$ cat src/hdl/assert_macros.svh
// Assertion macros shared by the queue RTL.
`ifndef ASSERT_MACROS_SVH
`define ASSERT_MACROS_SVH

// Check a condition at every clock edge outside reset.
`define ASSERT_ALWAYS(lbl, expr, msg) \
  lbl: assert property (@(posedge clk) disable iff (rst) (expr)) else $error(msg);

// Check a consequence in the same cycle as its cause.
`define ASSERT_SAME(lbl, ante, cons, msg) \
  lbl: assert property (@(posedge clk) disable iff (rst) (ante) |-> (cons)) else $error(msg);

// Check a consequence in the cycle after its cause.
`define ASSERT_NEXT(lbl, ante, cons, msg) \
  lbl: assert property (@(posedge clk) disable iff (rst) (ante) |=> (cons)) else $error(msg);

`endif

$ cat src/hdl/ukf_pkg.sv
// Shared types and constants of the unique key queue.
`timescale 1ns / 1ps
package ukf_pkg;

  localparam int DEPTH = 16;
  localparam int CNT_W = $clog2(DEPTH + 1);
  localparam int KEY_W = 32;
  localparam int DATA_W = 32;
  localparam int OCC_W = 5;

  localparam logic OP_ENQ = 1'b0;
  localparam logic OP_DEQ = 1'b1;

  typedef enum logic [1:0] {
    ST_OK    = 2'd0,
    ST_DUP   = 2'd1,
    ST_EMPTY = 2'd2,
    ST_FULL  = 2'd3
  } status_t;

  typedef struct packed {
    logic              valid;
    logic [KEY_W-1:0]  key;
    logic [DATA_W-1:0] data;
  } entry_t;

  typedef struct packed {
    logic shift;
    logic load;
  } cell_ctrl_t;

endpackage

$ cat src/hdl/unique_key_fifo.sv
// Top level of the unique key queue: cell chain, count and result register.
`timescale 1ns / 1ps
// Usage
//   Command channel: drive operation, key_in and data_in with start high; the
//   beat is taken at a rising edge where start is high and busy is low.
//   operation 0 appends the pair unless its key is already held (status 1)
//   or the queue is full (status 3); operation 1 pops the oldest pair, or
//   reports status 2 when nothing is held.
//   Result channel: one beat per command, shown on status, key_out,
//   data_out, occupancy and is_empty for exactly one cycle with done high.
//   The receiver cannot stall; it must take the beat in that cycle.
// Timing
//   done rises in the cycle after the command is taken.
//   Throughput is one command per cycle while busy is low. The pairs sit in a
//   chain of cells with the oldest in cell 0; a pop shifts every cell one step
//   toward the head, a push loads the cell at the current count, and every
//   cell checks its key against key_in in parallel, so the whole decision is
//   made before the result registers and the next command may follow at once.
// Reset
//   rst clears the queue, the count and done; busy is high while rst is held
//   and until the first rising edge at which rst is low, and low from then on.
`include "assert_macros.svh"
module unique_key_fifo (
  input  logic                      clk,
  input  logic                      rst,
  input  logic                      start,
  output logic                      busy,
  input  logic                      operation,
  input  logic signed [31:0]        key_in,
  input  logic signed [31:0]        data_in,
  output logic                      done,
  output logic [1:0]                status,
  output logic signed [31:0]        key_out,
  output logic signed [31:0]        data_out,
  output logic [4:0]                occupancy,
  output logic                      is_empty
);

  localparam int DEPTH = ukf_pkg::DEPTH;
  localparam int CNT_W = ukf_pkg::CNT_W;

  ukf_pkg::entry_t     ent    [DEPTH];
  ukf_pkg::entry_t     up_ent [DEPTH];
  ukf_pkg::cell_ctrl_t ctrl   [DEPTH];
  logic [DEPTH-1:0]    match_vec;
  logic [DEPTH-1:0]    valid_vec;

  logic [CNT_W-1:0]    count;
  logic [CNT_W-1:0]    count_next;
  logic                accept;
  logic                hit;
  logic                push;
  logic                pop;
  ukf_pkg::status_t    status_next;
  logic [31:0]         key_out_next;
  logic [31:0]         data_out_next;
  logic                empty_beat;

  assign accept = start && !busy;
  assign hit    = |match_vec;

  // Decide the command: duplicate check wins over the full check.
  always_comb begin
    push          = 1'b0;
    pop           = 1'b0;
    status_next   = ukf_pkg::ST_OK;
    key_out_next  = '0;
    data_out_next = '0;
    count_next    = count;
    if (accept) begin
      case (operation)
        ukf_pkg::OP_ENQ: begin
          if (hit) begin
            status_next = ukf_pkg::ST_DUP;
          end else if (count == CNT_W'(DEPTH)) begin
            status_next = ukf_pkg::ST_FULL;
          end else begin
            push       = 1'b1;
            count_next = count + 1'b1;
          end
        end
        ukf_pkg::OP_DEQ: begin
          if (count == '0) begin
            status_next = ukf_pkg::ST_EMPTY;
          end else begin
            pop           = 1'b1;
            key_out_next  = ent[0].key;
            data_out_next = ent[0].data;
            count_next    = count - 1'b1;
          end
        end
        default: begin
          status_next = ukf_pkg::ST_OK;
        end
      endcase
    end
  end

  // Build the chain: each cell takes its upstream neighbor on a pop.
  for (genvar i = 0; i < DEPTH; i++) begin : g_cell
    if (i == DEPTH - 1) begin : g_tail
      assign up_ent[i] = '0;
    end else begin : g_mid
      assign up_ent[i] = ent[i+1];
    end

    assign ctrl[i]      = '{shift: pop, load: push && (count == CNT_W'(i))};
    assign valid_vec[i] = ent[i].valid;

    ukf_cell u_cell (
      .clk      (clk),
      .rst      (rst),
      .ctrl     (ctrl[i]),
      .up       (up_ent[i]),
      .key_new  (key_in),
      .data_new (data_in),
      .ent      (ent[i]),
      .match    (match_vec[i])
    );
  end

  // Hold control state; clear count and done and raise busy on reset.
  always_ff @(posedge clk) begin
    if (rst) begin
      count <= '0;
      done  <= 1'b0;
      busy  <= 1'b1;
    end else begin
      count <= count_next;
      done  <= accept;
      busy  <= 1'b0;
    end
  end

  // Result beat registers.
  always_ff @(posedge clk) begin
    if (accept) begin
      status    <= status_next;
      key_out   <= key_out_next;
      data_out  <= data_out_next;
      occupancy <= 5'(count_next);
      is_empty  <= (count_next == '0);
    end
  end

  assign empty_beat = done && (status == ukf_pkg::ST_EMPTY);

  `ASSERT_ALWAYS(a_count_bound, count <= CNT_W'(DEPTH), "count beyond depth")
  `ASSERT_ALWAYS(a_valid_count, $countones(valid_vec) == int'(count), "valid cells off count")
  `ASSERT_NEXT(a_done_follows, accept, done, "no result beat after command")
  `ASSERT_NEXT(a_done_spurious, !accept, !done, "result beat without command")
  `ASSERT_SAME(a_empty_zero, empty_beat, is_empty && (key_out == 0), "bad empty result")

endmodule

$ cat src/hdl/ukf_cell.sv
// One queue cell: holds a pair, shifts toward the head, compares its key.
`timescale 1ns / 1ps
module ukf_cell (
  input  logic                     clk,
  input  logic                     rst,
  input  ukf_pkg::cell_ctrl_t      ctrl,
  input  ukf_pkg::entry_t          up,
  input  logic [ukf_pkg::KEY_W-1:0]  key_new,
  input  logic [ukf_pkg::DATA_W-1:0] data_new,
  output ukf_pkg::entry_t          ent,
  output logic                     match
);

  logic                       valid;
  logic [ukf_pkg::KEY_W-1:0]  key;
  logic [ukf_pkg::DATA_W-1:0] data;

  always_ff @(posedge clk) begin
    if (rst) begin
      valid <= 1'b0;
    end else if (ctrl.shift) begin
      valid <= up.valid;
    end else if (ctrl.load) begin
      valid <= 1'b1;
    end
  end

  // Payload: take the neighbor's pair on a pop, the new pair on a load.
  always_ff @(posedge clk) begin
    if (ctrl.shift) begin
      key  <= up.key;
      data <= up.data;
    end else if (ctrl.load) begin
      key  <= key_new;
      data <= data_new;
    end
  end

  assign ent   = '{valid: valid, key: key, data: data};
  assign match = valid && (key == key_new);

endmodule
$ cat config.mk
export PLATFORM = sky130hd
export DESIGN_NAME = unique_key_fifo
export DESIGN_NICKNAME = d
export VERILOG_FILES = /design/src/hdl/ukf_pkg.sv /design/src/hdl/unique_key_fifo.sv /design/src/hdl/ukf_cell.sv
export VERILOG_INCLUDE_DIRS = /design/src /design/src/hdl
export SDC_FILE = /design/constraint.sdc
export NUM_CORES = 2
export LEC_CHECK = 0
export ABC_AREA = 0
export BUFFER_PORTS_ARGS = -buffer_cell sky130_fd_sc_hd__buf_4
export CAP_MARGIN = 5
export CORE_UTILIZATION = 60
export DETAILED_ROUTE_END_ITERATION = 10
export GPL_TIMING_DRIVEN = 1
export PLACE_DENSITY = 0.77
export SLEW_MARGIN = 20
export SYNTH_ARGS = -nofsm -noshare
export SYNTH_HDL_FRONTEND = slang
export SYNTH_HIERARCHICAL = 1
export SYNTH_SLANG_ARGS = --single-unit
$ cat constraint.sdc
create_clock -name clk -period 7.25 [get_ports clk]
set_input_delay 0.3625 -clock clk [delete_from_list [all_inputs] [get_ports clk]]
set_output_delay 0.3625 -clock clk [all_outputs]
set_load 0.03 [all_outputs]
Word level (Yosys, flattened, before mapping). Cells that the tools add are included.

Register bits: 1119. Input bits: 68. Logic and storage cells: 252. Output and inout bits: 74.

Reductions and logical operators: 54. Equal/unequal tests: 32. Multiplexer cells: 107. $add $sub $neg: 2. Bitwise operators: 1.

Operators with widths (number): two-way mux 32 bit (60); == test 32 bit (16); == test 5 x 4 -> 1 bit, second input constant (8); two-way mux 1 bit (38); logical AND 1 bit (33); nonzero test 2 bit (15); == test 5 x 3 -> 1 bit, second input constant (4); two-way mux 5 bit (4); OR reduction 16 bit (1); == test 5 x 2 -> 1 bit, second input constant (2); zero test 5 bit (2); case mux 5 bit (2 select lines) (1); two-way mux 2 bit (3); adder 5 x 1 -> 5 bit, second input constant (1); == test 5 x 1 -> 1 bit, second input constant (1); == test 5 bit, second input constant (1); subtractor 5 x 1 -> 5 bit, second input constant (1); case mux 2 bit (2 select lines) (1); OR reduction 2 bit (2); zero test 1 bit (1); NOT 1 bit (1).

Longest topological paths before layout.
Word-level depth: 9. Depth in mapped cells: 14. Depth with buffers taken out: 13.

Hierarchy. Netlist, hierarchy kept.

Modules (own cells, without submodules): ukf_cell (times used 16, sequential area each 1941.9 µm², area each 3090.5 µm², cells each 186); unique_key_fifo (times used 1, sequential area each 2302.2 µm², area each 3428.3 µm², cells each 260).

Least setup slack after synthesis. Ideal clock, no wire load.

Path type: register to register. Start: reg busy. End: reg is_empty, data pin. Clock period less this slack: 5.161 ns. Setup time: 0.170 ns. Data arrival time: 4.991 ns. Path buffers: 0. Data required time: 7.080 ns. Setup slack: 2.089 ns. Stages on the path, launching flop included: 6. Cell sequence: dfxtp_1 > nor2b_1 > o21ai_0 > o21bai_2 > o211ai_4 > nor4_2.

Longest elaborated chain between the ends: 4.

Ends and longest elaborated chain: from (decl) (RTL line unique_key_fifo.sv:27) `output logic busy,`; from (signal assigned) (RTL line unique_key_fifo.sv:127) `busy <= 1'b1;`; from (signal assigned) (RTL line unique_key_fifo.sv:131) `busy <= 1'b0;`; zero test 1 bit (RTL line unique_key_fifo.sv:59) `assign accept = start && !busy;`; logical AND 1 bit (RTL line unique_key_fifo.sv:59); net accept (RTL line unique_key_fifo.sv:50) `logic accept;`; two-way mux 5 bit (RTL line unique_key_fifo.sv:70) `if (accept) begin`; net count_next[4] (RTL line unique_key_fifo.sv:49) `logic [CNT_W-1:0] count_next;`; zero test 5 bit (RTL line unique_key_fifo.sv:142) `is_empty <= (count_next == '0);`; to (signal assigned) (RTL line unique_key_fifo.sv:142); to (decl) (RTL line unique_key_fifo.sv:36) `output logic is_empty`.

The timed path passes the listed nets, and every way through them passes these cells. A chain may end at the register's enable or synchronous reset.

==> impl_results.md <==
- Wire per inst: 23.6 µm
- Die ar.: 0.0893 mm²
- Final worst-path cycle share: 0.633
- Sequential fraction of design power: 0.518
- Antenna-violating nets left: 0
- Area growth, synth to finish: 11.3%
- Final Hold Vio Count: 0
- Switching Fraction: 0.224
- All-Layer GR Usage: 0.247
- Skew final: approximately 0.040 ns
- Synthesized area: 0.0529 mm²
- Most frequent cells in the layout: edfxtp_1 (1096), mux2_2 (1024), xor2_1 (496)
- Combinational group share of total power: 0.085
- Clock Latency Late Sink: 0.71 ns
- Core area: 0.0870 mm²
- # resized after CTS: 0
- Via density: 5.97
- Slew @ Worst Pin: between 1 and 1.5 ns
- Number of I/O port buffers: between 100 and 150
- Crit-path most repeated cell: nor4_1
- Final Critical Period: approximately 4.6 ns
- Vias: 28000
- Setup TNS: 0 ns
- Die width: 299 µm
- Pin count of the biggest net entering global routing: 199
- Clock transition at the registers of the reported paths: 0.06 ns
- Internal power: between 10 and 15 mW
- Max Slew Vio Count: 0
- Crit path max-delay family: simple AND/OR/NAND/NOR gates
- Sw Pwr: 3.23 mW
- Critical path required time: 7.56 ns
- Initial antenna violation count: 6
- Die height: 299 µm
- Fmax: 218 MHz
- Initial core utilization: 0.608
- Leak pwr: 19.7 nW
- Total CTS buffers: 114
- Rows: 108
- Hold WC Path Type: in2reg
- Commonest non-fill, non-tap cell in the layout: edfxtp_1
- Clock root buffer: clkbuf_16
- CTS Sinks: 1119
- Max incr delay on CP: ~0.7 ns
- Residual DRC count: 0
- WP data arrival: around 4.9 ns
- Starting DRT DRC Count: 2225
- GPL Wtd Cong: ~0.9
- Clock group share of total power: 0.397
- Vias in the first global route: 28900
- Status: complete, no violations
- Grt ovf: 0
- Worst path slowest cell: and4_1
- Crit end category: flip-flop
- Peak VDD IR: 0.000198 V
- Pwr dens: ~240 mW/mm²
- Slew HR: 0.238
- CP Cell Sequence: xor2_1, nor4_1, nand4_1, nor3_2, nor4_1, and4_1, nand3_1, nor3_1, and2_1, or2_4, buf_4
- Buf/Inv on CP: 1
- Syn Area/Cell: 16.3 µm²
- Crit-path max FO: 38
- Setup Fix Bufs, Post-CTS: 0
- CTS Buffer Depth: 3
- Syn Inst Count: 3235
- Startpoint types: flip-flop
- Top Ports: 142
- Final #Nets: 3512
- Critical path type: reg2reg
- R2R setup slack: 2.66 ns
- FILL cells: 5865
- Setup violations, final: 0
- Htree depth: 3
- First-pass GRT wire length: 170 mm
- DRT Wirelength: about 110 mm
- Layout cells sized above 1: 0.394
- Unrepaired setup endpoints after global routing: no
- Number of max-cap violations: 0
- Final Total Pwr: 14.4 mW
- DR pass1 iterations: 5
- Post-DP HPWL: 66.6 mm
- CTS tree: built
- YS warnings: 6
sequential cells by signal (all words and copies together), names as in the netlist:
signal	cells
busy	1
count	5
data_out	32
done	1
g_cell.u_cell/data	512
g_cell.u_cell/key	512
g_cell.u_cell/valid	16
is_empty	1
key_out	32
occupancy	5
status	2
stage by stage:
step                       util  worst slack, ns  cell area [µm²]  hold slack [ns]  instances
after floorplan               -             2.09            53100            0.390       3299
after global placement    0.632             2.52            55000            0.499       4467
after detailed placement  0.632             2.45            55000            0.510       4468
after CTS                 0.674             2.76            58600           0.0703       4672
after global routing      0.676             2.49            58800            0.116       4682
final                     0.676             2.66            58800            0.125       4684
area by class of cell:
class | instances | area (µm²) | share of cell area
multi-input combinational | 2030 | 18900 | 0.321
sequential | 1119 | 33400 | 0.567
clock buffer | 142 | 3000 | 0.0510
timing repair buffer | 169 | 1470 | 0.0250
inverter | 4 | 15.0 | 0.000255
antenna | 4 | 10.0 | 0.000170
clock inverter | 61 | 629 | 0.0107
tap | 1155 | 1450 | 0.0246
routing by layer:
layer	wire, µm	GRT usage	share of wire
met5	18	0	0.00016
met4	3140	0.0862	0.028
met3	6990	0.0419	0.063
met2	53000	0.400	0.48
met1	47500	0.340	0.43
final timing paths:
| path | from | to | cells past startpoint |
|---|---|---|---|
| worst min register to register | g_cell[9].u_cell/valid | g_cell[8].u_cell/valid | 2 |
| worst min-delay path | data_in[30] | g_cell[0].u_cell/data[30] | 2 |
| worst max-delay path | g_cell[0].u_cell/key[24] | g_cell[13].u_cell/key[23] | 11 |
| worst max register to register | g_cell[0].u_cell/key[24] | g_cell[13].u_cell/key[23] | 11 |
worst reg2reg max path: stages, from the launching register on:
cell and delay [ns]:
edfxtp_1 0.42, xor2_1 0.18, nor4_1 0.11, nand4_1 0.25
nor3_2 0.09, nor4_1 0.52, and4_1 0.69, nand3_1 0.19
nor3_1 0.34, and2_1 0.22, or2_4 0.55, buf_4 0.60
power groups by stage:
stage               Clock, mW  Combinational (mW)  Sequential [mW]
finish                   5.71                1.23             7.45
global route             6.08                1.32             7.47
CTS                      5.82                1.22             7.46
detailed placement          0                1.21             7.59
global placement            0                1.17             7.58
floorplan                   0               0.773             7.60
repair_timing:
item	CTS	global route
hold buffers	1	0
hold endpoints to repair	1	0
endpoints found under the setup margin	0	0
No activity file was read; power rests on OpenSTA's default activity.
